$ cat src/hw/rtl/tcw_pkg.sv
package tcw_pkg;

    // default screen geometry
    localparam int SCREEN_ROWS_DEF = 25;
    localparam int SCREEN_COLS_DEF = 80;

    // field widths of the stream payloads
    localparam int CHAR_W    = 8;
    localparam int INDEX_W   = 11;
    localparam int VALUE_W   = 16;
    localparam int ROW_OUT_W = 5;
    localparam int COL_OUT_W = 7;
    localparam int ATTR_W    = 8;

    localparam int S_TDATA_W = 24;  // char_code, cell_index, pad
    localparam int M_TDATA_W = 32;  // cell_value, cursor_row, cursor_col, pad

    localparam logic [ATTR_W-1:0] ATTR_RESET = 8'h07;
    localparam int                TAB_STEP   = 8;

    localparam int QUEUE_DEPTH = 2;

    // control characters
    localparam logic [CHAR_W-1:0] CH_BACKSPACE = 8'h08;
    localparam logic [CHAR_W-1:0] CH_TAB       = 8'h09;
    localparam logic [CHAR_W-1:0] CH_NEWLINE   = 8'h0A;
    localparam logic [CHAR_W-1:0] CH_RETURN    = 8'h0D;

    // request kind on tuser
    localparam logic KIND_PUT  = 1'b0;
    localparam logic KIND_READ = 1'b1;

    typedef enum logic [2:0] {
        OP_GLYPH     = 3'd0,
        OP_NEWLINE   = 3'd1,
        OP_RETURN    = 3'd2,
        OP_BACKSPACE = 3'd3,
        OP_TAB       = 3'd4,
        OP_READ      = 3'd5
    } op_t;

    typedef struct packed {
        op_t                op;
        logic [CHAR_W-1:0]  char_code;
        logic [INDEX_W-1:0] cell_index;
    } item_t;

endpackage

$ cat src/hw/rtl/tcw_front.sv
module tcw_front (
    input  logic                          clk,
    input  logic                          rst_n,
    input  logic                          s_tvalid,
    output logic                          s_tready,
    input  logic [tcw_pkg::S_TDATA_W-1:0] s_tdata,
    input  logic [0:0]                    s_tuser,
    output logic                          item_valid,
    input  logic                          item_ready,
    output tcw_pkg::item_t                item
);

    logic           valid_reg;
    logic           valid_next;
    tcw_pkg::item_t item_reg;
    tcw_pkg::item_t item_next;
    logic           take;

    assign s_tready = !valid_reg || item_ready;
    assign take     = s_tvalid && s_tready;

    // decode the request into an operation for the back end
    always_comb
    begin
        item_next.char_code  = s_tdata[7:0];
        item_next.cell_index = s_tdata[18:8];
        if (s_tuser[0] == tcw_pkg::KIND_READ)
        begin
            item_next.op = tcw_pkg::OP_READ;
        end
        else
        begin
            unique case (s_tdata[7:0])
                tcw_pkg::CH_NEWLINE:   item_next.op = tcw_pkg::OP_NEWLINE;
                tcw_pkg::CH_RETURN:    item_next.op = tcw_pkg::OP_RETURN;
                tcw_pkg::CH_BACKSPACE: item_next.op = tcw_pkg::OP_BACKSPACE;
                tcw_pkg::CH_TAB:       item_next.op = tcw_pkg::OP_TAB;
                default:               item_next.op = tcw_pkg::OP_GLYPH;
            endcase
        end
    end

    always_comb
    begin
        valid_next = valid_reg;
        if (take)
        begin
            valid_next = 1'b1;
        end
        else if (item_ready)
        begin
            valid_next = 1'b0;
        end
    end

    always_ff @(posedge clk or negedge rst_n)
    begin
        if (!rst_n)
        begin
            valid_reg <= 1'b0;
        end
        else
        begin
            valid_reg <= valid_next;
        end
    end

    always_ff @(posedge clk)
    begin
        if (take)
        begin
            item_reg <= item_next;
        end
    end

    assign item_valid = valid_reg;
    assign item       = item_reg;

endmodule

$ cat config.mk
export PLATFORM = sky130hd
export DESIGN_NAME = tcw_front
export DESIGN_NICKNAME = d
export VERILOG_FILES = /design/src/hw/rtl/tcw_pkg.sv /design/src/hw/rtl/tcw_front.sv
export SDC_FILE = /design/constraint.sdc
export NUM_CORES = 1
export LEC_CHECK = 0
export ABC_AREA = 1
export ABC_CLOCK_PERIOD_IN_PS = 5000
export BUFFER_PORTS_ARGS = -buffer_cell sky130_fd_sc_hd__buf_2
export CAP_MARGIN = 25
export CORE_UTILIZATION = 43
export CTS_CLUSTER_DIAMETER = 100
export DETAILED_ROUTE_END_ITERATION = 6
export MAX_ROUTING_LAYER = met4
export PLACE_DENSITY = 0.81
export SLEW_MARGIN = 15
export SYNTH_ARGS = -nofsm -noshare
export SYNTH_HDL_FRONTEND = slang
export SYNTH_SLANG_ARGS = --single-unit
export TNS_END_PERCENT = 1
$ cat constraint.sdc
create_clock -name clk -period 5 [get_ports clk]
set_clock_uncertainty 0.15 [all_clocks]
set_input_delay 0.5 -clock clk [delete_from_list [all_inputs] [get_ports clk]]
set_output_delay 0.5 -clock clk [all_outputs]
set_load 0.02 [all_outputs]
# Yosys cells after proc, flatten, opt, wreduce, memory -nomap -nowiden
# Index checks and enable logic that the tools add are counted.
[op_classes]
n_eq_ne = 4
n_mux = 3
n_reduce_logical = 4
[op_table]
columns = ["cell", "count"]
rows = [
  ["$eq 8x4->1 const B", 4],
  ["$pmux 3 s4", 1],
  ["$mux 1", 2],
  ["$reduce_bool 2->1", 1],
  ["$logic_and 1x1->1", 1],
  ["$logic_not 1->1", 1],
  ["$logic_or 1x1->1", 1],
]
[word_totals]
regBits = 23
output_inout_bits = 24
word_cells = 15

# Depth between registers and ports, before layout
# Gate-level depths: netlist (run 1).
[logic_depth]
depth_word = 4
depth_mapped = 5

# Worst setup path after synthesis (run 1)
# Ideal clock, no wire load.
[synth_timing]
path_kind = "input to register"
startpoint = "in s_tvalid"
endpoint = "reg item_reg, in the netlist item[0] (enable)"
setup_ns = 0.408
t_arrival_ns = 1.643
required_time_ns = 4.442
setup_slack_ns = 2.799
cell_stages = 2
n_path_buf = 0
cell_sequence = "inv_1 a21oi_1"
[synth_via]
elab_chain_cells = 1
[synth_lines]
columns = ["item", "line", "rtl"]
rows = [
  ["start: declaration", "tcw_front.sv:4", "input logic s_tvalid,"],
  ["$logic_and 1x1->1", "tcw_front.sv:20", "assign take = s_tvalid && s_tready;"],
  ["net take", "tcw_front.sv:17", "logic take;"],
  ["end signal: assignment", "tcw_front.sv:72", "item_reg <= item_next;"],
  ["end: declaration", "tcw_front.sv:15", "tcw_pkg::item_t item_reg;"],
]
# The timed path passes the listed nets, and every way through them passes these cells.
# A chain may end at the register's enable or synchronous reset.

# Worst setup path in the final report (run 1)
[layout_timing]
startpoint = "reg valid_reg, in the netlist item_valid"
endpoint = "reg item_reg, in the netlist item[8] (enable)"
[layout_via]
elab_chain_cells = 3
[layout_lines]
columns = ["item", "line", "rtl"]
rows = [
  ["start: declaration", "tcw_front.sv:13", "logic valid_reg;"],
  ["start signal: assignment", "tcw_front.sv:64", "valid_reg <= valid_next;"],
  ["$logic_not 1->1", "tcw_front.sv:19", "assign s_tready = !valid_reg || item_ready;"],
  ["$logic_or 1x1->1", "tcw_front.sv:19", ""],
  ["$logic_and 1x1->1", "tcw_front.sv:20", ""],
  ["net take", "tcw_front.sv:17", ""],
]
# The timed path passes the listed nets, and every way through them passes these cells.

==> summary.txt, run 1 <==
Die
  • Initial Utilization: 0.467
  • CORE AREA: 0.00176 sq mm
  • Die H: between 40 and 50 microns
  • FP Rows: 15
  • Die area: 0.00209 sq mm
  • Die Width: approximately 46 microns
  • I/O pin cnt: 53

STA
  • Rel. slew slack: 0.544
  • Final Max Tran Viols: 0
  • Endpoints failing hold: 0
  • Worst setup margin: around 3.3 ns
  • RSZ-0062 raised after global routing: false
  • Crit path time final: 1.66 ns
  • Fmax: 603 MHz
  • Worst slew pin tran: between 0.6 and 0.7 ns
  • Setup TNS: 0 ns
  • Final period util: 0.332
  • Hold_ws: 0.214 ns
  • Setup violators final: 0

Detailed routing
  • Drt wl/cell: 12.7 microns
  • Vias per std cell: ~4.5
  • Starting DRT DRC Count: 22
  • Vias: 607
  • Post-DRT Antenna Nets: 0
  • Initial DRT Pass Iterations: 5
  • Drc violations: 0
  • Post-Route WL: 1730 microns

Cells and area
  • Final Util: 0.647
  • FF/Latch Area: 686 sq um
  • Ratio of cells with drive above 1 in the final layout: 0.477
  • Syn-to-layout area delta: 38.6%
  • Area occupied by multi-input gates: 100 sq um
  • Fin area: 0.00114 sq mm
  • Fillers: 148
  • Diode count: 0
  • Max FFs per register: 22
  • Nets: approximately 140

Placement
  • Routability cong.: between 0.7 and 0.8
  • Post-place instance area: 0.00109 sq mm
  • DP Wirelength: ~1200 microns
  • Worst slack at placement: 2.95 ns
  • PortBufs: 47

Logic synthesis
  • Cell Area, Synth: 823 sq um
  • Synth Instances: 58
  • Yosys Warn Count: 0
  • Average cell area after synthesis: 14.2 sq um
  • Sequential area share after synthesis: 0.833
  • Seq cells post-synth: 23
  • Distinct cell type count after synthesis: 9
  • Synth Net Count: 87

Critical path
  • CP Launch Type: flip-flop
  • Crit path kind: flip-flop to flip-flop
  • FF-to-FF setup slack: 3.34 ns
  • CP endpoint kind: flip-flop
  • Critical Path RT: between 4 and 5 ns
  • CP arrival: 1.53 ns
  • Max FO, Critical Path: 12

GRT
  • Tot GR Track Use: 0.166
  • Largest net degree at the start of global routing: 23
  • First-pass GRT wire length: between 2000 and 2500 microns
  • Vias in the first global route: 506
  • GRT overflow: 0
  • Initial antenna violation count: 0

Flow run
  • Max-cap violations: 0

Clock tree
  • Clock latency on the worst-skew pair: 0.30 ns
  • Clk root buf: clkbuf_4
  • CTS Buffer Depth: 2
  • CTS tree: done
  • # clock sinks: 23
  • Post-CTS Setup Bufs: 0
  • # H-tree levels: 1
  • Total CTS buffers: 3
  • Post_cts resized: 0
  • Clock slew at reported path FFs: approximately 0.12 ns

Min path
  • Worst min-delay path category: input port to flip-flop

Power and ir drop
  • Static leakage: 0.534 nW
  • Power density over the cells: 313 mW/mm^2
  • Max VDD drop: between 200 and 250 uV

Status
  • Outcome: finished, final reports clean
-- final timing paths --
path,from,endpoint,cells past startpoint
max,item_valid,item[8],2
min,s_tdata[17],item[9],1
max reg2reg,item_valid,item[8],2
min reg2reg,item_valid,item_valid,2
max in group asynchronous,rst_n,item_valid,2
min in group asynchronous,rst_n,item_valid,2
-- Yosys cell counts, drive strengths merged --
master / number / share of area
o21ai: 1 / 0.0061
inv: 11 / 0.050
dfrtp: 1 / 0.030
nand2: 14 / 0.064
a21oi: 1 / 0.0061
edfxtp: 22 / 0.80
nor2: 7 / 0.035
nand3: 1 / 0.0061
-- worst max-delay path: stages (launching register included) --
cell,delay (ns)
dfrtp_1,0.43
a21oi_2,0.55
buf_6,0.25
-- cells in the final DEF (no fill, tap or decap), drive strengths merged --
cell type     n
edfxtp       22
o21ai         1
inv          11
nand2        14
dfrtp         1
a21oi         1
dlygate4sd3   1
nor2          7
nand3         1
clkbuf        4
buf          48
-- cells by family (layout without fill, tap and decap cells) --
group                  after synthesis  in the layout  share of synthesized area
AO/OA/AOI/OAI                        2              2                     0.0121
buffers and inverters               11             64                     0.0502
flip-flops                          23             23                      0.833
AND/OR/NAND/NOR                     22             22                      0.105
-- cell type report --
cell class              instances  area share
multi-input cells              24      0.0877
inverters                      11      0.0362
repair buffers                 49       0.225
clock buffers                   4      0.0230
flip-flops and latches         23       0.601
well taps                      25      0.0274
-- layer usage --
layer	wire, microns	track usage
met5	0	-
met4	27	0.0882
met2	911	0.294
met3	147	0.0198
met1	646	0.179
-- repair_timing --
| item | 4_1_cts | 5_1_grt |
|---|---|---|
| endpoints found under the setup margin | 0 | 0 |
| hold endpoints to repair | 1 | 0 |
| hold buffers | 1 | 0 |
-- power by group --
part	internal [mW]	total (mW)	switching (mW)
clock	0.0311	0.0826	0.0516
sequential	0.223	0.226	0.00293
combinational	0.0174	0.0483	0.0309
total	0.272	0.357	0.0853
-- per-stage QoR --
step / cells / power, mW
after floorplan: 58 / 0.254
after global placement: 130 / 0.274
after detailed placement: 130 / 0.277
after CTS: 135 / 0.356
after global routing: 136 / 0.367
final: 136 / 0.357
(Power assumes the default switching activity.)
==> run 2, diff against run 1 <==
ABC_CLOCK_PERIOD_IN_PS = 1600   (was 5000)
CORE_UTILIZATION = 40   (was 43)
PLACE_DENSITY = 0.76   (was 0.81)
clock period = 1.6 ns   (was 5 ns; I/O delays follow)
==> run 2 against run 1 <==
Routed wire length fell by 2.7%. Clock power rose to 3.1 times the previous value. Final cell count rose by 18%. Via count rose by 16%. Final area rose by 22%. Sequential share of layout area fell by 11 points.
==> summary.txt, run 2 (synthesis gave the netlist of run 1 again) <==
Min path
  • Hold Path Depth: 4 (was 1)
  • Worst min-delay path category: input port to flip-flop (unchanged)
  • Hold Startpoint: item_ready (was s_tdata[17])
  • Worst Hold End: item[2] (was item[9])

Power and ir drop
  • Static leakage: 0.633 nW (was 0.534 nW)
  • Max VDD drop: 694 uV (was 202 uV)
  • Power density over the cells: 836 mW/mm^2 (was 313 mW/mm^2)
  • Tot Pwr: 1.16 mW (was 357 uW)

Placement
  • DP Wirelength: 1020 microns (was 1220 microns)
  • PortBufs: 47 (unchanged)
  • Routability cong.: 0.643 (was 0.781)

Die
  • Die area: 0.00224 sq mm (was 0.00209 sq mm)
  • Die Width: 47.4 microns (was 45.8 microns)
  • Die H: 47.4 microns (was 45.8 microns)
  • Initial Utilization: 0.424 (was 0.467)
  • I/O pin cnt: 53 (unchanged)
  • FP Rows: 16 (was 15)
  • CORE AREA: 0.00194 sq mm (was 0.00176 sq mm)

Detailed routing
  • Drc violations: 0 (unchanged)
  • Vias: 702 (was 607)
  • Post-Route WL: 1690 microns (was 1730 microns)
  • Post-DRT Antenna Nets: 0 (unchanged)
  • Drt wl/cell: 10.5 microns (was 12.7 microns)
  • Vias per std cell: 4.36 (was 4.46)
  • Initial DRT Pass Iterations: 4 (was 5)
  • Starting DRT DRC Count: 6 (was 22)

Critical path
  • Critical-path top delay cell: dlygate4sd3_1 (was a21oi_2)
  • FF-to-FF setup slack: 0.21 ns (was 3.34 ns)
  • Critical Path RT: 1.65 ns (was 4.87 ns)
  • Crit path kind: input port to flip-flop (was flip-flop to flip-flop)
  • Critical path, cell by cell: dlygate4sd3_1 > buf_2 > inv_1 > nand2_1 > dlygate4sd3_1 (was a21oi_2 > buf_6)
  • Max FO, Critical Path: 2 (was 12)
  • Largest incremental delay on the critical path: 0.54 ns (was 0.55 ns)
  • R2r worst-path depth: 3 (was 2)
  • Crit path top cell by count: dlygate4sd3_1
  • CP arrival: 1.51 ns (was 1.53 ns)
  • Buf+Inv Stages, Crit Path: 4 (was 1)
  • Reg-to-reg startpoint: item_valid (unchanged)
  • Cell family with the largest share of critical-path delay: buffers and inverters (was compound AO/OA/AOI/OAI gates)
  • Worst R2R End: item_valid (was item[8])
  • CP Launch Type: input port (was flip-flop)
  • CP endpoint kind: flip-flop (unchanged)

Clock tree
  • Clk root buf: clkbuf_4 (unchanged)
  • Clock latency on the worst-skew pair: 0.30 ns (about the same)
  • CTS Buffer Depth: 2 (unchanged)
  • Clock slew at reported path FFs: 0.12 ns (about the same)
  • # H-tree levels: 1 (unchanged)
  • Total CTS buffers: 3 (unchanged)
  • Post-CTS Setup Bufs: 0 (unchanged)
  • # clock sinks: 23 (unchanged)
  • CTS tree: done (unchanged)

GRT
  • Tot GR Track Use: 0.172 (was 0.166)
  • Initial antenna violation count: 0 (unchanged)
  • Vias in the first global route: 625 (was 506)
  • GRT overflow: 0 (unchanged)
  • First-pass GRT wire length: 2440 microns (was 2230 microns)
  • Largest net degree at the start of global routing: 23 (unchanged)

Cells and area
  • Nets: 164 (was 141)
  • Syn-to-layout area delta: 68.8% (was 38.6%)
  • Ratio of cells with drive above 1 in the final layout: 0.396 (was 0.477)
  • FF/Latch Area: 686 sq um (unchanged)
  • Commonest non-fill, non-tap cell in the layout: buf_2 (unchanged)
  • Fillers: 161 (was 148)
  • Diode count: 0 (unchanged)
  • Max FFs per register: 22 (unchanged)
  • Area occupied by multi-input gates: 108 sq um (was 100 sq um)
  • Most frequent cells in the layout: buf_2 (47), dlygate4sd3_1 (24), edfxtp_1 (22) (was buf_2 (47), edfxtp_1 (22), nand2_1 (14))

STA
  • Setup violators final: 0 (unchanged)
  • Worst slew pin tran: 0.150 ns (was 0.684 ns)
  • RSZ-0062 raised after global routing: false (unchanged)
  • Fmax: around 700 MHz
  • Final period util: 0.911
  • Rel. slew slack: 0.900 (was 0.544)
  • Setup TNS: 0 ns (unchanged)
  • Crit path time final: 1.46 ns
  • Endpoints failing hold: 0 (unchanged)
  • Final Max Tran Viols: 0 (unchanged)

Flow run
  • Max-cap violations: 0 (unchanged)

Status
  • Outcome: finished, final reports clean (unchanged)
==> run 2: cell types whose count changed in the layout (fill, tap and decap cells not counted) <==
cell / previous run / this run
dlygate4sd3_1: 1 / 24
a21oi_2: 1 / 0
a21oi_4: 0 / 1
buf_12: 0 / 1
buf_6: 1 / 0
==> run 2: how the worst max path moves through the flow <==
stage / start / depth (start not counted) / to
final: s_tvalid / 5 / item_valid
after global routing: s_tvalid / 5 / item_valid
after CTS: s_tvalid / 5 / item_valid
after detailed placement: item_valid / 2 / item[11]
after global placement: item_valid / 2 / item[13]
after floorplan: item_valid / 1 / item[0]
==> run 2: tightest hold or removal path: stages <==
cell	delay (ns)
buf_2	0.09
inv_1	0.09
a21oi_4	0.07
buf_12	0.15
==> run 2: layout make-up <==
type,instances,share of cell area
clock buffer,4,0.0189
inverter,11,0.0297
multi-input combinational,24,0.0774
sequential,23,0.493
tap,27,0.0243
timing repair buffer,72,0.356
==> run 2: per-stage QoR <==
stage / hold WS (ns) / setup WS [ns] / instances / instance area [sq um] / utilization
finish: 0.286 / 0.142 / 161 / 1390 / 0.716
global route: 0.290 / 0.104 / 161 / 1390 / 0.716
CTS: 0.283 / 0.149 / 161 / 1390 / 0.716
detailed placement: -0.214 / 0.383 / 133 / 1120 / 0.579
global placement: -0.215 / 0.396 / 133 / 1120 / 0.579
floorplan: -0.286 / 0.114 / 58 / 835 / -
==> run 2: power by group <==
| part | internal [mW] | switching [mW] | total (mW) |
|---|---|---|---|
| Clock | 0.0971 | 0.160 | 0.257 |
| Sequential | 0.698 | 0.00897 | 0.707 |
| Combinational | 0.0957 | 0.103 | 0.199 |
==> run 2: timing repair <==
action | 4_1_cts | 5_1_grt
resized for setup | 0 | 0
hold buffers | 24 | 0
hold endpoints to repair | 22 | 0
==> run 2: routing by layer <==
layer | track usage | part of all wire | vias to the layer above
met4 | 0.103 | 0.023 | 0
met3 | 0.0269 | 0.049 | 6
met1 | 0.167 | 0.34 | 321
met5 | - | 0 | -
met2 | 0.315 | 0.59 | 33
li1 | - | - | 342
==> run 3, diff against run 2 <==
CORE_UTILIZATION = 42   (was 40)
CTS_BUF_LIST = sky130_fd_sc_hd__clkbuf_4   (was unset)
PLACE_DENSITY = 0.8   (was 0.76)
==> run 3 against run 2 <==
Clock power is 7% higher. Flip-flop and latch count stayed put. Register-to-register slack better by 0.14 ns. Global-route usage is 4.6 points higher. Combinational power hardly changed. Die area is 4.5% lower. Utilization is 5.3 points higher. Total power is 1.7% higher. Highest routed layer unchanged.
==> summary.txt, run 3 (synthesis gave the netlist of run 1 again) <==
Status
  • Outcome: finished, final reports clean (unchanged)

Clock tree
  • Clock latency on the worst-skew pair: 0.30 ns (about the same)
  • # H-tree levels: 1 (unchanged)
  • Clk root buf: clkbuf_4 (unchanged)
  • # clock sinks: 23 (unchanged)
  • CTS Buffer Depth: 2 (unchanged)
  • Total CTS buffers: 3 (unchanged)
  • CTS tree: done (unchanged)
  • Clock slew at reported path FFs: 0.12 ns (about the same)
  • Post_cts resized: 0 (unchanged)

Detailed routing
  • Drt wl/cell: 13.2 microns (was 10.5 microns)
  • Vias per std cell: 4.43 (was 4.36)
  • Initial DRT Pass Iterations: 4 (unchanged)
  • Starting DRT DRC Count: 22 (was 6)
  • Drc violations: 0 (unchanged)
  • Vias: 695 (was 702)
  • Post-Route WL: 2080 microns (was 1690 microns)
  • Post-DRT Antenna Nets: 0 (unchanged)

GRT
  • GR peak layer: met2 (unchanged)
  • GR Layer Usage met2: 0.361 (was 0.315)
  • Tot GR Track Use: 0.218 (was 0.172)
  • Vias in the first global route: 666 (was 625)
  • GRT overflow: 0 (unchanged)
  • Initial antenna violation count: 0 (unchanged)
  • First-pass GRT wire length: 2990 microns (was 2440 microns)
  • Met3 Track Usage GR: 0.0275 (was 0.0269)
  • Grt met1 use: 0.266 (was 0.167)
  • Largest net degree at the start of global routing: 23 (unchanged)

Critical path
  • CP arrival: 1.04 ns (was 1.51 ns)
  • Critical-path top delay cell: dfrtp_1 (was dlygate4sd3_1)
  • Cell family with the largest share of critical-path delay: flip-flops (was buffers and inverters)
  • Critical Path RT: 1.29 ns (was 1.65 ns)
  • Crit path kind: flip-flop to output port (was input port to flip-flop)
  • CP endpoint kind: output port (was flip-flop)
  • Buf+Inv Stages, Crit Path: 1 (was 4)
  • Largest incremental delay on the critical path: 0.45 ns (was 0.54 ns)
  • CP Launch Type: flip-flop (was input port)
  • Max FO, Critical Path: 3 (was 2)
  • Critical path, cell by cell: nand2_1 > buf_2 (was dlygate4sd3_1 > buf_2 > inv_1 > nand2_1 > dlygate4sd3_1)

Placement
  • PortBufs: 47 (unchanged)
  • DP Wirelength: 1110 microns (was 1020 microns)
  • Routability cong.: 0.786 (was 0.643)

Die
  • Initial Utilization: 0.462 (was 0.424)
  • Die area: 0.00214 sq mm (was 0.00224 sq mm)
  • Die H: 46.3 microns (was 47.4 microns)
  • I/O pin cnt: 53 (unchanged)
  • FP Rows: 15 (was 16)
  • CORE AREA: 0.00178 sq mm (was 0.00194 sq mm)
  • Die Width: 46.3 microns (was 47.4 microns)

Power and ir drop
  • Tot Pwr: 1.18 mW (was 1.16 mW)
  • Power density over the cells: 862 mW/mm^2 (was 836 mW/mm^2)
  • Max VDD drop: 556 uV (was 694 uV)
  • Static leakage: 0.629 nW (was 0.633 nW)

Cells and area
  • Commonest non-fill, non-tap cell in the layout: buf_2 (unchanged)
  • Max FFs per register: 22 (unchanged)
  • Nets: 162 (was 164)
  • Area occupied by multi-input gates: 108 sq um (unchanged)
  • Diode count: 0 (unchanged)
  • Fillers: 102 (was 161)
  • Syn-to-layout area delta: 66.6% (was 68.8%)
  • Ratio of cells with drive above 1 in the final layout: 0.409 (was 0.396)
  • Most frequent cells in the layout: buf_2 (47), dlygate4sd3_1 (22), edfxtp_1 (22) (was buf_2 (47), dlygate4sd3_1 (24), edfxtp_1 (22))
  • FF/Latch Area: 686 sq um (unchanged)

STA
  • Hold_ws: 0.00506 ns (was 0.286 ns)
  • Endpoints failing hold: 0 (unchanged)
  • Final period util: 0.846 (was 0.911)
  • Worst slew pin tran: 0.167 ns (was 0.150 ns)
  • Final Max Tran Viols: 0 (unchanged)
  • Setup violators final: 0 (unchanged)
  • RSZ-0062 raised after global routing: false (unchanged)
  • Setup TNS: 0 ns (unchanged)
  • Crit path time final: 1.35 ns (was 1.46 ns)
  • Rel. slew slack: 0.889 (was 0.900)
  • Fmax: 739 MHz (was 686 MHz)

Flow run
  • Max-cap violations: 0 (unchanged)

Min path
  • Worst min-delay path category: input port to asynchronous set/reset pin (was input port to flip-flop)
[run 3: changes by cell type in the layout (fill, tap and decap cells not counted), sizes merged]
cell / change
dlygate4sd3: -2
[run 3: area by class of cell]
type                    count  share of cell area
flip-flops and latches     23               0.500
repair buffers             70               0.347
multi-input cells          24              0.0785
inverters                  11              0.0301
well taps                  25              0.0228
clock buffers               4              0.0219
[run 3: per-stage QoR]
| step | cells | worst slack [ns] | util | instance area [sq um] |
|---|---|---|---|---|
| after global routing | 157 | 0.208 | 0.769 | 1370 |
| after detailed placement | 131 | 0.382 | 0.629 | 1120 |
| after floorplan | 58 | 0.114 | - | 835 |
| after global placement | 131 | 0.401 | 0.629 | 1120 |
| after CTS | 157 | 0.260 | 0.769 | 1370 |
| final | 157 | 0.246 | 0.769 | 1370 |
[run 3: worst paths after layout]
kind,startpoint,endpoint,slack (ns),cells after the start
max in group asynchronous,rst_n,item_valid,1.21,2
worst min-delay path,rst_n,item_valid,0.005,2
worst min register to register,item_valid,item_valid,0.49,2
worst max-delay path,item_valid,s_tready,0.25,2
worst max register to register,item_valid,item[18],0.35,2
min in group clk,item_ready,item_valid,0.03,4
[run 3: timing repair]
item,4_1_cts,5_1_grt
buffers inserted,0,0
endpoints found under the setup margin,0,0
hold buffers,22,0
endpoints found under the hold margin,22,0
[run 3: per-layer routing]
| metal | part of all wire | vias to the layer above | wire (microns) |
|---|---|---|---|
| li1 | - | 339 | - |
| met1 | 0.42 | 310 | 864 |
| met2 | 0.50 | 42 | 1040 |
| met3 | 0.066 | 4 | 137 |
| met4 | 0.017 | 0 | 36 |
| met5 | 0 | - | 0 |
[run 3: power by group]
part | internal, mW | leakage (nW) | total, mW | switching [mW]
combinational | 0.0921 | 0.390 | 0.200 | 0.108
clock | 0.114 | 0.0184 | 0.274 | 0.160
sequential | 0.698 | 0.221 | 0.709 | 0.0107
total | 0.904 | 0.629 | 1.18 | 0.278
