--- src/hw/rtl/tcw_pkg.sv ---
package tcw_pkg;

    // default screen geometry
    localparam int SCREEN_ROWS_DEF = 25;
    localparam int SCREEN_COLS_DEF = 80;

    // field widths of the stream payloads
    localparam int CHAR_W    = 8;
    localparam int INDEX_W   = 11;
    localparam int VALUE_W   = 16;
    localparam int ROW_OUT_W = 5;
    localparam int COL_OUT_W = 7;
    localparam int ATTR_W    = 8;

    localparam int S_TDATA_W = 24;  // char_code, cell_index, pad
    localparam int M_TDATA_W = 32;  // cell_value, cursor_row, cursor_col, pad

    localparam logic [ATTR_W-1:0] ATTR_RESET = 8'h07;
    localparam int                TAB_STEP   = 8;

    localparam int QUEUE_DEPTH = 2;

    // control characters
    localparam logic [CHAR_W-1:0] CH_BACKSPACE = 8'h08;
    localparam logic [CHAR_W-1:0] CH_TAB       = 8'h09;
    localparam logic [CHAR_W-1:0] CH_NEWLINE   = 8'h0A;
    localparam logic [CHAR_W-1:0] CH_RETURN    = 8'h0D;

    // request kind on tuser
    localparam logic KIND_PUT  = 1'b0;
    localparam logic KIND_READ = 1'b1;

    typedef enum logic [2:0] {
        OP_GLYPH     = 3'd0,
        OP_NEWLINE   = 3'd1,
        OP_RETURN    = 3'd2,
        OP_BACKSPACE = 3'd3,
        OP_TAB       = 3'd4,
        OP_READ      = 3'd5
    } op_t;

    typedef struct packed {
        op_t                op;
        logic [CHAR_W-1:0]  char_code;
        logic [INDEX_W-1:0] cell_index;
    } item_t;

endpackage

--- src/hw/rtl/tcw_queue.sv ---
module tcw_queue (
    input  logic           clk,
    input  logic           rst_n,
    input  logic           in_valid,
    output logic           in_ready,
    input  tcw_pkg::item_t in_item,
    output logic           out_valid,
    input  logic           out_ready,
    output tcw_pkg::item_t out_item
);

    localparam int PW = (tcw_pkg::QUEUE_DEPTH > 1) ? $clog2(tcw_pkg::QUEUE_DEPTH) : 1;
    localparam int CNT_W = $clog2(tcw_pkg::QUEUE_DEPTH + 1);

    tcw_pkg::item_t slots [tcw_pkg::QUEUE_DEPTH];

    logic [PW-1:0]    wr_ptr_reg;
    logic [PW-1:0]    wr_ptr_next;
    logic [PW-1:0]    rd_ptr_reg;
    logic [PW-1:0]    rd_ptr_next;
    logic [CNT_W-1:0] count_reg;
    logic [CNT_W-1:0] count_next;
    logic             push;
    logic             pop;

    assign in_ready  = count_reg != CNT_W'(tcw_pkg::QUEUE_DEPTH);
    assign out_valid = count_reg != '0;
    assign push      = in_valid && in_ready;
    assign pop       = out_valid && out_ready;
    assign out_item  = slots[rd_ptr_reg];

    always_comb
    begin
        wr_ptr_next = wr_ptr_reg;
        rd_ptr_next = rd_ptr_reg;
        count_next  = count_reg;
        if (push)
        begin
            wr_ptr_next = (wr_ptr_reg == PW'(tcw_pkg::QUEUE_DEPTH - 1)) ? '0 : wr_ptr_reg + 1'b1;
        end
        if (pop)
        begin
            rd_ptr_next = (rd_ptr_reg == PW'(tcw_pkg::QUEUE_DEPTH - 1)) ? '0 : rd_ptr_reg + 1'b1;
        end
        if (push && !pop)
        begin
            count_next = count_reg + 1'b1;
        end
        else if (pop && !push)
        begin
            count_next = count_reg - 1'b1;
        end
    end

    always_ff @(posedge clk or negedge rst_n)
    begin
        if (!rst_n)
        begin
            wr_ptr_reg <= '0;
            rd_ptr_reg <= '0;
            count_reg  <= '0;
        end
        else
        begin
            wr_ptr_reg <= wr_ptr_next;
            rd_ptr_reg <= rd_ptr_next;
            count_reg  <= count_next;
        end
    end

    always_ff @(posedge clk)
    begin
        if (push)
        begin
            slots[wr_ptr_reg] <= in_item;
        end
    end

endmodule

--- config.mk ---
export PLATFORM = sky130hd
export DESIGN_NAME = tcw_queue
export DESIGN_NICKNAME = d
export VERILOG_FILES = /design/src/hw/rtl/tcw_pkg.sv /design/src/hw/rtl/tcw_queue.sv
export SDC_FILE = /design/constraint.sdc
export NUM_CORES = 1
export LEC_CHECK = 0
export ABC_CLOCK_PERIOD_IN_PS = 2300
export BUFFER_PORTS_ARGS = -buffer_cell sky130_fd_sc_hd__buf_4
export CAP_MARGIN = 15
export CORE_ASPECT_RATIO = 0.5
export CORE_MARGIN = 4
export CORE_UTILIZATION = 50
export DETAILED_ROUTE_END_ITERATION = 10
export PLACE_DENSITY = 0.76
export SLEW_MARGIN = 20
export SYNTH_ARGS = -nofsm -noshare
export SYNTH_HDL_FRONTEND = slang
export SYNTH_SLANG_ARGS = --single-unit
--- constraint.sdc ---
create_clock -name clk -period 2.3 [get_ports clk]
set_input_delay 0.23 -clock clk [delete_from_list [all_inputs] [get_ports clk]]
set_output_delay 0.23 -clock clk [all_outputs]
set_load 0.01 [all_outputs]
[Word level (Yosys, flattened, before mapping)]
Memories as Yosys holds them, arrays and structs flattened.
Index checks and enable logic that the tools add are counted.
Word-level totals
  bits in registers: 4
  memory bits (writable): 44
  input bits: 26
  output and inout port bits: 24
  logic and storage cells: 23
  memories: 1
Cells by class
  $add $sub $neg: 4
  equality and inequality tests: 1
  multiplexer cells: 6
  reductions and logical operators: 8
Memory list
  slots: depth 2, bits a word 22, read ports 1, clocked after Yosys merged registers in 0, write ports 1, RTL line tcw_queue.sv:15  | tcw_pkg::item_t slots [tcw_pkg::QUEUE_DEPTH];
Operators by type and width (count)
  logical AND 1 bit: 4
  two-way mux 1 bit: 4
  two-way mux 2 bit: 2
  nonzero test 2 bit: 2
  adder 1 bit, second input constant: 2
  adder 2 x 1 -> 2 bit, second input constant: 1
  zero test 1 bit: 2
  != test 2 bit, second input constant: 1
  subtractor 2 x 1 -> 2 bit, second input constant: 1

[Logic depth before layout (Yosys ltp)]
Gate-level depths: netlist (run 1).
  depth after elaboration: 6
  mapped depth: 7
  gate-level depth less buffers: 7

[Least setup slack after synthesis (run 1)]
OpenSTA, ideal clock, no wires.
  path type: register to register
  from: register count_reg[0]
  to: memory slots[0][0] (netlist name) (enable)
  library setup time: 0.401 ns
  arrival: 1.641 ns
  data required time: 1.899 ns
  setup slack: 0.258 ns
  stages on the path, launching flop included: 4
  path buffers: 0
  period minus slack after synthesis: 2.042 ns
  cell sequence: dfrtp_1 -> nand2b_1 -> nand2_1 -> nor2_1
Between the ends
  cells in the longest elaborated chain, start to end: 4
RTL lines
  start: declaration: RTL line tcw_queue.sv:21  | logic [CNT_W-1:0] count_reg;
  start signal: assignment: RTL line tcw_queue.sv:67  | count_reg <= count_next;
  != test 2 bit: RTL line tcw_queue.sv:26  | assign in_ready = count_reg != CNT_W'(tcw_pkg::QUEUE_DEPTH);
  net in_ready: RTL line tcw_queue.sv:5  | output logic in_ready,
  logical AND 1 bit: RTL line tcw_queue.sv:28  | assign push = in_valid && in_ready;
  two-way mux 1 bit: RTL line tcw_queue.sv:73  | if (push)
  two-way mux 1 bit (implied by the code): RTL line tcw_queue.sv:75  | slots[wr_ptr_reg] <= in_item;
  end: declaration: RTL line tcw_queue.sv:15
The timed path passes the listed nets, and every way through them passes these cells.

==> results by group, run 1 <==
Cells and area
  – Fin nets: 172
  – Most frequent cells in the layout: 53 x buf_4, 44 x edfxtp_1, 22 x mux2_2
  – Share of layout cells above drive strength 1: 0.575
  – Diodes inserted: 0
  – Area grow syn2layout: 31.5%
  – End-of-flow core utilization: 0.685
  – Finished Layout Cells: 197
  – Most common cell after layout, fill and taps aside: buf_4
  – Number of flip-flops in the largest register: 44

Yosys
  – Post-Synth XOR/XNOR Area: 0.0245
  – Post-synthesis sequential area ratio: 0.795
  – Simple-gate share of the synthesized area: 0.0203
  – Mux cell area share after synthesis: 0.139
  – Largest family of logic cells by synthesized area: multiplexers
  – Area share of fa/ha/maj cells after synthesis: 0.00700
  – Synth Register Bits: 48
  – Syn Nets: 113
  – Synth unique cells: 14
  – Syn_area_per_cell: 20.8 um2
  – Post-Syn Instances: 86
  – Area fraction in compound gates after synthesis: 0
  – Yosys warns: 0
  – Cell Area, Synth: 0.00179 mm2

GRT
  – GRT overflow: 0
  – Initial antenna violation count: 0
  – Global-route wire length before repair: 5.19 mm
  – Vias in the first global route: 1033
  – GRT Overall Usage: 0.151
  – Largest net degree at the start of global routing: 19

Timing
  – Final period utilization: 0.797
  – Max Fclk: 546 MHz
  – Slew HR: 0.742
  – Worst slew pin tran: 386 ps
  – Tmin final: 1830 ps
  – Setup repair after global routing missed its margin: false
  – Final Hold Viols: 0
  – Fin Setup TNS: 0 ps
  – Max-slew violations: 0
  – Endpoints failing setup: 0
  – Clock skew: 7.38 ps

Power and ir drop
  – P_int: 0.00206 W
  – Combinational share of power: 0.344
  – Clk network pwr share: 0.208
  – Worst vdd ir: 0.627 mV
  – Sw frac: 0.286
  – Sequential Power Share: 0.448
  – Leak Pwr: 0.907 nW
  – Switching Power: 0.000822 W
  – PwrDens: 1220 mW/mm2

Critical path
  – CP Launch Type: register
  – Crit Path Max Fanout: 18
  – Crit. End Element: primary output
  – Slowest cell on the critical path: dfrtp_1
  – Largest stage delay, worst path: 480 ps
  – Crit path DAT: 1600 ps
  – WP data required: 2070 ps
  – Top cell by count, worst path: buf_4
  – Crit-path leading delay family: flip-flops
  – CP Cell Sequence: buf_4, mux2_2, buf_4
  – Critical path class: register to primary output
  – CP Buf/Inv Count: 2

Route
  – Drt drc: 0
  – Drt first-iter violations: 61
  – Via density: 4.71
  – ANT nets after route: 0
  – Detailed-route wire length per cell: 16.4 um
  – DRT Pass-1 Iters: 4
  – Final wirelength: 3.24 mm
  – Vias post-DR: 927

Floorplan
  – Die height: 50.3 um
  – Die footprint: 0.00465 mm2
  – Initial Util: 0.521
  – CORE AREA: 0.00343 mm2
  – Chip width: 92.6 um
  – # IOs: 50
  – Site Rows: 15

Run
  – Max_cap viols: 0

Placement
  – Post-detail-place hpwl: 2.34 mm
  – Cells after DPL: 188
  – Routability cong.: 0.668
  – I/O Buffers: 49

Min path
  – Hold Path Class: input pin to register

Clock tree
  – CTS tree: built
  – TritonCTS buffer count: 5
  – CTS Sinks: 48
  – Clock buffer depth: 2
  – Setup bufs post-CTS: 0
  – Clock latency on the worst-skew pair: 300 ps
  – Worst-path clk slew: 90 ps
  – # H-tree levels: 2
  – Root Driver: clkbuf_8

Outcome
  – Status: finished, final reports clean
==> logic make-up after synthesis <==
| logic type | after synthesis |
|---|---|
| muxes | 22 |
| DFF | 48 |
| xor gates and xnor gates | 5 |
| adders and majority gates | 1 |
| buffers and inverters | 3 |
| and+or+nand+nor | 7 |
==> path summary, 6_finish.rpt <==
path                         startpoint      endpoint  slack (ps)  cells after the start
min in group asynchronous         rst_n  count_reg[0]         260                      2
hold / removal              in_item[18]  slots[1][18]         110                      1
setup / recovery             rd_ptr_reg   out_item[0]         470                      3
max in group asynchronous         rst_n    wr_ptr_reg        1940                      2
setup reg to reg           count_reg[0]  slots[0][17]         720                      4
hold reg to reg            count_reg[1]  count_reg[1]         490                      1
==> cells in the mapped netlist (all sizes together) <==
master  count  area, um2
and3        1       6.26
ha          1       12.5
nand2       2       10.0
mux2       22        248
inv         1       3.75
xor2        2       17.5
xnor2       3       26.3
edfxtp     44       1320
buf         2       22.5
nand2b      1       6.26
dfrtp       4        100
nor2        2       7.51
or2         1       6.26
==> metal layers <==
layer | up-vias | part of all wire | routed length (um) | track usage
met5 | - | 0 | 0 | 0
met4 | 0 | 0.012 | 38 | 0.0443
met3 | 6 | 0.037 | 121 | 0.0464
met2 | 22 | 0.56 | 1810 | 0.291
met1 | 455 | 0.39 | 1270 | 0.161
li1 | 444 | - | - | -
==> through the flow <==
stage	power, W	instance area (um2)	setup WS, ps	hold WS (ps)
3_3_place_gp	0.00228	2230	785	28.5
3_5_place_dp	0.00231	2230	730	28.9
2_1_floorplan	0.00187	1790	258	-65.6
5_1_grt	0.00302	2350	401	99.1
6_report	0.00288	2350	467	110
4_1_cts	0.00290	2350	454	107
==> area by class of cell <==
type,count,area (um2)
Sequential cell,48,1420
Fill cell,228,1080
Inverter,1,3.75
Clock buffer,5,68.8
Timing Repair Buffer,54,408
Tap cell,51,63.8
Clock inverter,3,42.5
Multi-Input combinational cell,35,343
==> power groups by stage <==
stage | clock, W | sequential, W | combinational (W)
finish | 0.000599 | 0.00129 | 0.000989
detailed placement | 0 | 0.00131 | 0.00100
floorplan | 0 | 0.00128 | 0.000592
global route | 0.000640 | 0.00131 | 0.00107
CTS | 0.000602 | 0.00129 | 0.00101
global placement | 0 | 0.00129 | 0.000989
==> what timing repair did <==
| item | in CTS | in global routing |
|---|---|---|
| endpoints found under the hold margin | 4 | 0 |
| hold buffers | 1 | 0 |
| resized for setup | 0 | 0 |
Power figures use the tool's default switching activity.
==> inputs of run 2 (changes only) <==
--- a/config.mk
+++ b/config.mk
@@ -5,14 +5,14 @@
 export SDC_FILE = /design/constraint.sdc
 export NUM_CORES = 1
 export LEC_CHECK = 0
-export ABC_CLOCK_PERIOD_IN_PS = 2300
+export ABC_CLOCK_PERIOD_IN_PS = 1600
 export BUFFER_PORTS_ARGS = -buffer_cell sky130_fd_sc_hd__buf_4
 export CAP_MARGIN = 15
 export CORE_ASPECT_RATIO = 0.5
 export CORE_MARGIN = 4
-export CORE_UTILIZATION = 50
+export CORE_UTILIZATION = 46
 export DETAILED_ROUTE_END_ITERATION = 10
-export PLACE_DENSITY = 0.76
+export PLACE_DENSITY = 0.74
 export SLEW_MARGIN = 20
 export SYNTH_ARGS = -nofsm -noshare
 export SYNTH_HDL_FRONTEND = slang
==> constraint.sdc (replaced) <==
create_clock -name clk -period 1.6 [get_ports clk]
set_input_delay 0.16 -clock clk [delete_from_list [all_inputs] [get_ports clk]]
set_output_delay 0.16 -clock clk [all_outputs]
set_load 0.01 [all_outputs]
==> run 2 against run 1 <==
  * Non-clock buffer count increased by 2
  * First-iteration DRC count decreased by 87%
  * Sequential cell count unchanged
  * Utilization decreased by 2.0 points
  * Highest routed layer unchanged
==> results by group, run 2 (synthesis results as in run 1) <==
Outcome
  – Status: finished, final reports clean

Power and ir drop
  – PwrDens: 1760 mW/mm2 (+44%)
  – Sequential Power Share: 0.434 (-0.014)
  – Clk network pwr share: 0.201 (-0.007)
  – Leak Pwr: 0.921 nW (+1.6%)
  – Sw frac: 0.281 (-0.00420)
  – Combinational share of power: 0.364 (+0.020)
  – Switching Power: 0.00118 W (+44%)
  – Worst vdd ir: 1.14 mV (+82%)
  – P_int: 0.00301 W (+47%)

Cells and area
  – Fin nets: 174 (+1.2%)
  – Share of layout cells above drive strength 1: 0.581 (+0.00574)
  – Area grow syn2layout: 33.3%
  – Most common cell after layout, fill and taps aside: buf_4
  – Diodes inserted: 0 (unchanged)
  – Most frequent cells in the layout: 53 x buf_4, 44 x edfxtp_1, 22 x mux2_2
  – Finished Layout Cells: 199 (+1.0%)
  – Number of flip-flops in the largest register: 44 (unchanged)

Timing
  – Max-slew violations: 0 (unchanged)
  – Max Fclk: 665 MHz
  – Clock skew: 3.42 ps (-3.96 ps)
  – Worst slew pin tran: 191 ps (-195 ps)
  – Setup repair after global routing missed its margin: false
  – Endpoints failing setup: 0 (unchanged)
  – Tmin final: 1500 ps
  – Fin Setup TNS: 0 ps (unchanged)
  – Final period utilization: 0.940
  – Final Hold Viols: 0 (unchanged)
  – Slew HR: 0.873 (+0.131)

Clock tree
  – CTS Sinks: 48 (unchanged)
  – Root Driver: clkbuf_8
  – # H-tree levels: 2 (unchanged)
  – TritonCTS buffer count: 5 (unchanged)
  – Clock latency on the worst-skew pair: 300 ps (about the same)
  – Worst-path clk slew: 80 ps (about the same)
  – Clock buffer depth: 2 (unchanged)
  – CTS tree: built

Critical path
  – Crit path DAT: 1340 ps (-260 ps)
  – CP Launch Type: register
  – Crit Path Max Fanout: 9 (-9)
  – Crit. End Element: primary output
  – Critical path class: register to primary output
  – WP data required: 1440 ps (-630 ps)

Route
  – Detailed-route wire length per cell: 15.0 um (-8.8%)
  – Drt first-iter violations: 8 (-87%)
  – ANT nets after route: 0 (unchanged)
  – Vias post-DR: 921 (-0.65%)
  – DRT Pass-1 Iters: 2 (-2)
  – Final wirelength: 2.99 mm (-7.8%)
  – Drt drc: 0 (unchanged)
  – Via density: 4.63 (-1.6%)

Floorplan
  – Chip width: 96.2 um (+3.9%)
  – Die height: 52.1 um (+3.6%)
  – # IOs: 50 (unchanged)
  – Die footprint: 0.00501 mm2 (+7.6%)
  – CORE AREA: 0.00358 mm2 (+4.4%)
  – Site Rows: 15 (unchanged)
  – Initial Util: 0.499 (-0.0218)

Placement
  – I/O Buffers: 49 (unchanged)
  – Routability cong.: 0.736 (+10%)
  – Cells after DPL: 190 (+1.1%)
  – Post-detail-place hpwl: 2.10 mm (-10%)

GRT
  – Largest net degree at the start of global routing: 23 (+4)
  – GRT Overall Usage: 0.128 (-0.0231)
  – Initial antenna violation count: 0 (unchanged)
  – GRT overflow: 0 (unchanged)
  – Vias in the first global route: 992 (-4.0%)
  – Global-route wire length before repair: 4.60 mm (-11%)

Min path
  – Hold Path Class: input pin to register

Run
  – Max_cap viols: 0 (unchanged)
[run 2: cell types whose count changed in the layout (fill, tap and decap cells not counted), sizes merged]
cell / change
buf: +2
clkbuf: +1
clkinv: -1
[run 2: worst paths after layout]
path                         startpoint           end  slack (ps)  depth (start not counted)
hold / removal              in_item[17]  slots[1][17]          40                          1
setup reg to reg           count_reg[0]  count_reg[1]         160                          7
max in group asynchronous         rst_n    rd_ptr_reg        1300                          2
hold reg to reg            count_reg[1]  count_reg[1]         490                          1
min in group asynchronous         rst_n    wr_ptr_reg         190                          2
setup / recovery             rd_ptr_reg  out_item[21]         100                          3
[run 2: stage by stage]
| stage | setup WS [ps] | power, W | hold slack, ps | instance area [um2] | utilization |
|---|---|---|---|---|---|
| after detailed placement | 179 | 0.00339 | -36.0 | 2260 | 0.631 |
| after CTS | 37.6 | 0.00424 | 33.1 | 2380 | 0.664 |
| after global placement | 239 | 0.00335 | -39.7 | 2260 | 0.631 |
| after global routing | 11.0 | 0.00442 | 30.2 | 2380 | 0.665 |
| after floorplan | 8.40 | 0.00270 | -136 | 1800 | - |
| final | 96.5 | 0.00419 | 42.9 | 2380 | 0.665 |
[run 2: area by class of cell]
type	count	area (um2)
repair buffers	56	439
clock inverters	2	35.0
clock buffers	6	72.6
flip-flops and latches	48	1420
inverters	1	3.75
well taps	51	63.8
multi-input cells	35	348
fillers	270	1200
[run 2: per-layer routing]
metal  global-route usage  up-vias  wire length, um
met5                    0        -                0
met4               0.0637        0               44
met3               0.0405        6              158
met2                0.205       25             1490
met1                0.158      443             1300
li1                     -      447                -
[run 2: repair_timing]
item,CTS,global route
gates resized for setup,0,1
endpoints found under the hold margin,4,0
hold buffers,1,0
endpoints found under the setup margin,0,12
setup buffers,0,0
[run 2: worst max-delay path, stage by stage (launching register included)]
cell     delay [ps]
dfrtp_1         360
buf_4           190
mux2_2          350
buf_4           140
[run 2: power groups by stage]
| stage | sequential, W | combinational (W) | clock [W] |
|---|---|---|---|
| finish | 0.00182 | 0.00153 | 0.000845 |
| global route | 0.00186 | 0.00166 | 0.000903 |
| CTS | 0.00182 | 0.00155 | 0.000864 |
| detailed placement | 0.00185 | 0.00154 | 0 |
| global placement | 0.00183 | 0.00152 | 0 |
| floorplan | 0.00184 | 0.000860 | 0 |
==> inputs of run 3 (changes only) <==
--- a/config.mk
+++ b/config.mk
@@ -5,13 +5,14 @@
 export SDC_FILE = /design/constraint.sdc
 export NUM_CORES = 1
 export LEC_CHECK = 0
-export ABC_CLOCK_PERIOD_IN_PS = 1600
+export ABC_CLOCK_PERIOD_IN_PS = 1200
 export BUFFER_PORTS_ARGS = -buffer_cell sky130_fd_sc_hd__buf_4
 export CAP_MARGIN = 15
-export CORE_ASPECT_RATIO = 0.5
+export CORE_ASPECT_RATIO = 0.6
 export CORE_MARGIN = 4
 export CORE_UTILIZATION = 46
 export DETAILED_ROUTE_END_ITERATION = 10
+export GPL_ROUTABILITY_DRIVEN = 0
 export PLACE_DENSITY = 0.74
 export SLEW_MARGIN = 20
 export SYNTH_ARGS = -nofsm -noshare
==> constraint.sdc (replaced) <==
create_clock -name clk -period 1.2 [get_ports clk]
set_input_delay 0.12 -clock clk [delete_from_list [all_inputs] [get_ports clk]]
set_output_delay 0.12 -clock clk [all_outputs]
set_load 0.01 [all_outputs]
==> run 3 against run 2 <==
  * The run now ends with negative setup slack left
  * Routed wire length increased by 28%
  * Hold slack got worse by 28 ps
  * Clock skew rose by 2.1 ps
  * Global-route usage up 2.8 points
  * Utilization grew 12 points
  * Final area grew 22%
  * Setup slack lost 390 ps
==> results by group, run 3 (synthesis results as in run 1) <==
Cells and area
  – Most common cell after layout, fill and taps aside: edfxtp_1
  – Most frequent cells in the layout: 44 x edfxtp_1, 32 x buf_6, 30 x buf_4
  – Number of flip-flops in the largest register: 44 (unchanged)
  – Finished Layout Cells: 223 (+12%)
  – Fill cells: 217 (-20%)
  – Register area: 0.00142 mm2 (about the same)
  – Diodes inserted: 0 (unchanged)
  – End-of-flow core utilization: 0.785 (+0.120)
  – Area grow syn2layout: 62.6%
  – Area of the multi-input gates: 478 um2 (+37%)
  – Share of layout cells above drive strength 1: 0.597 (+0.0155)
  – Fin nets: 202 (+16%)

Outcome
  – Failing checks: negative setup slack
  – Status: finished, violations left

Min path
  – Hold wc startpoint: in_item[15]
  – Hold Path Class: input pin to register

Timing
  – Endpoints failing setup: 70 (+70)
  – Fin Setup TNS: -11920 ps (-11920 ps)
  – Hold WS: 14.5 ps (-28.4 ps)
  – Final period utilization: 1.25
  – Worst slew pin tran: 191 ps (-0.129 ps)
  – Final Hold Viols: 0 (unchanged)
  – Tmin final: 1500 ps
  – Clock skew: 5.55 ps (+2.13 ps)
  – Slew HR: 0.873 (about the same)
  – Max Fclk: 668 MHz
  – Setup repair after global routing missed its margin: true
  – Max-slew violations: 0 (unchanged)
  – Min setup slack post-route: -297 ps (-394 ps)

Critical path
  – Top cell by count, worst path: buf_6
  – Crit path launch: rd_ptr_reg
  – WP data required: 1080 ps (-360 ps)
  – Crit path DAT: 1380 ps (+40 ps)
  – Crit Path Max Fanout: 8 (-1)
  – CP Launch Type: register
  – CP Cell Sequence: buf_6, mux2_4, buf_6
  – Crit. End Element: primary output
  – Reg2reg start: count_reg[0]
  – Critical path class: register to primary output
  – Largest stage delay, worst path: 440 ps (+80 ps)
  – Slowest cell on the critical path: dfrtp_1

Placement
  – I/O Buffers: 49 (unchanged)
  – Cells after DPL: 192 (+1.1%)
  – Setup slack at placement: -195 ps (-374 ps)
  – Post-detail-place hpwl: 2.38 mm (+14%)

Floorplan
  – CORE AREA: 0.00370 mm2 (+3.2%)
  – # IOs: 50 (unchanged)
  – Die height: 56.3 um (+8.1%)
  – Initial Util: 0.483 (-0.0157)
  – Chip width: 88.5 um (-8.0%)
  – Site Rows: 17 (+2)
  – Die footprint: 0.00498 mm2 (-0.56%)

Route
  – DRT Pass-1 Iters: 4 (+2)
  – ANT nets after route: 0 (unchanged)
  – Drt drc: 0 (unchanged)
  – Final wirelength: 3.83 mm (+28%)
  – Top sig layer: met4
  – Vias post-DR: 1066 (+16%)
  – Routed wl met3: 218 um (+38%)
  – Drt first-iter violations: 29 (+21)
  – Detailed-route wire length per cell: 17.2 um (+14%)
  – M1 WL: 1.53 mm (+18%)
  – Met2 wire length: 2.03 mm (+37%)
  – Via density: 4.78 (+3.3%)

Clock tree
  – Worst-path clk slew: 80 ps (about the same)
  – CTS Sinks: 48 (unchanged)
  – TritonCTS buffer count: 5 (unchanged)
  – # H-tree levels: 2 (unchanged)
  – Clock buffer depth: 2 (unchanged)
  – Clock latency on the worst-skew pair: 290 ps (about the same)
  – CTS tree: built
  – Root Driver: clkbuf_8

GRT
  – Initial antenna violation count: 0 (unchanged)
  – GRT overflow: 0 (unchanged)
  – Largest net degree at the start of global routing: 16 (-30%)
  – Vias in the first global route: 1174 (+18%)
  – GRT Overall Usage: 0.156 (+0.0277)
  – Global-route wire length before repair: 5.62 mm (+22%)

Run
  – Max_cap viols: 0 (unchanged)

Power and ir drop
  – Leak Pwr: 1.19 nW (+29%)
  – Worst vdd ir: 1.42 mV (+24%)
  – PwrDens: 2290 mW/mm2 (+30%)
run 3: changes by cell type in the layout (fill, tap and decap cells not counted), moves of 2 or more:
cell,change
clkinvlp_4,+2
nand2_4,+2
buf_6,+31
mux2_4,+22
dlygate4sd3_1,+18
buf_4,-23
mux2_2,-22
run 3: worst paths after layout:
check                                     to  slack (ps)  depth (start not counted)
worst max-delay path            out_item[12]        -300                          3
worst min-delay path            slots[0][15]          10                          1
worst max register to register  count_reg[1]        -190                          7
worst min register to register    wr_ptr_reg         570                          1
max in group asynchronous       count_reg[1]         930                          2
min in group asynchronous       count_reg[1]         160                          2
run 3: area by class of cell:
type / count / area share
clock inverters: 2 / 0.00517
inverters: 1 / 0.00215
flip-flops and latches: 48 / 0.489
repair buffers: 84 / 0.290
well taps: 47 / 0.0202
multi-input cells: 35 / 0.164
clock buffers: 6 / 0.0284
run 3: repair_timing:
action                                 in CTS  in global routing
gates resized for setup                    56                  5
setup endpoints to repair                  69                 70
pin swaps                                   7                  5
setup buffers                               2                  2
cloned                                      1                  0
hold buffers                                8                 11
endpoints found under the hold margin      17                 22
run 3: worst max-delay path: cells and delay by family, from the launching register on:
family   cells  cell delay [ps]
flops        1              440
buf+inv      2              320
mux          1              320
run 3: metal layers:
layer / vias to the layer above / global-route usage
li1: 500 / -
met2: 35 / 0.265
met5: - / 0
met3: 9 / 0.0484
met1: 522 / 0.185
met4: 0 / 0.0560
run 3: power breakdown:
part           switching [W]  internal (W)  total [W]  leakage, nW
clock               0.000503      0.000466   0.000969       0.0434
combinational        0.00126       0.00195    0.00322        0.689
sequential          0.000172       0.00230    0.00248        0.454
total                0.00194       0.00472    0.00666         1.19
run 3: per-stage QoR:
| stage | power (W) | area (um2) |
|---|---|---|
| 2_1_floorplan | 0.00370 | 1830 |
| 3_3_place_gp | 0.00471 | 2350 |
| 3_5_place_dp | 0.00480 | 2350 |
| 4_1_cts | 0.00658 | 2770 |
| 5_1_grt | 0.00699 | 2910 |
| 6_report | 0.00666 | 2910 |
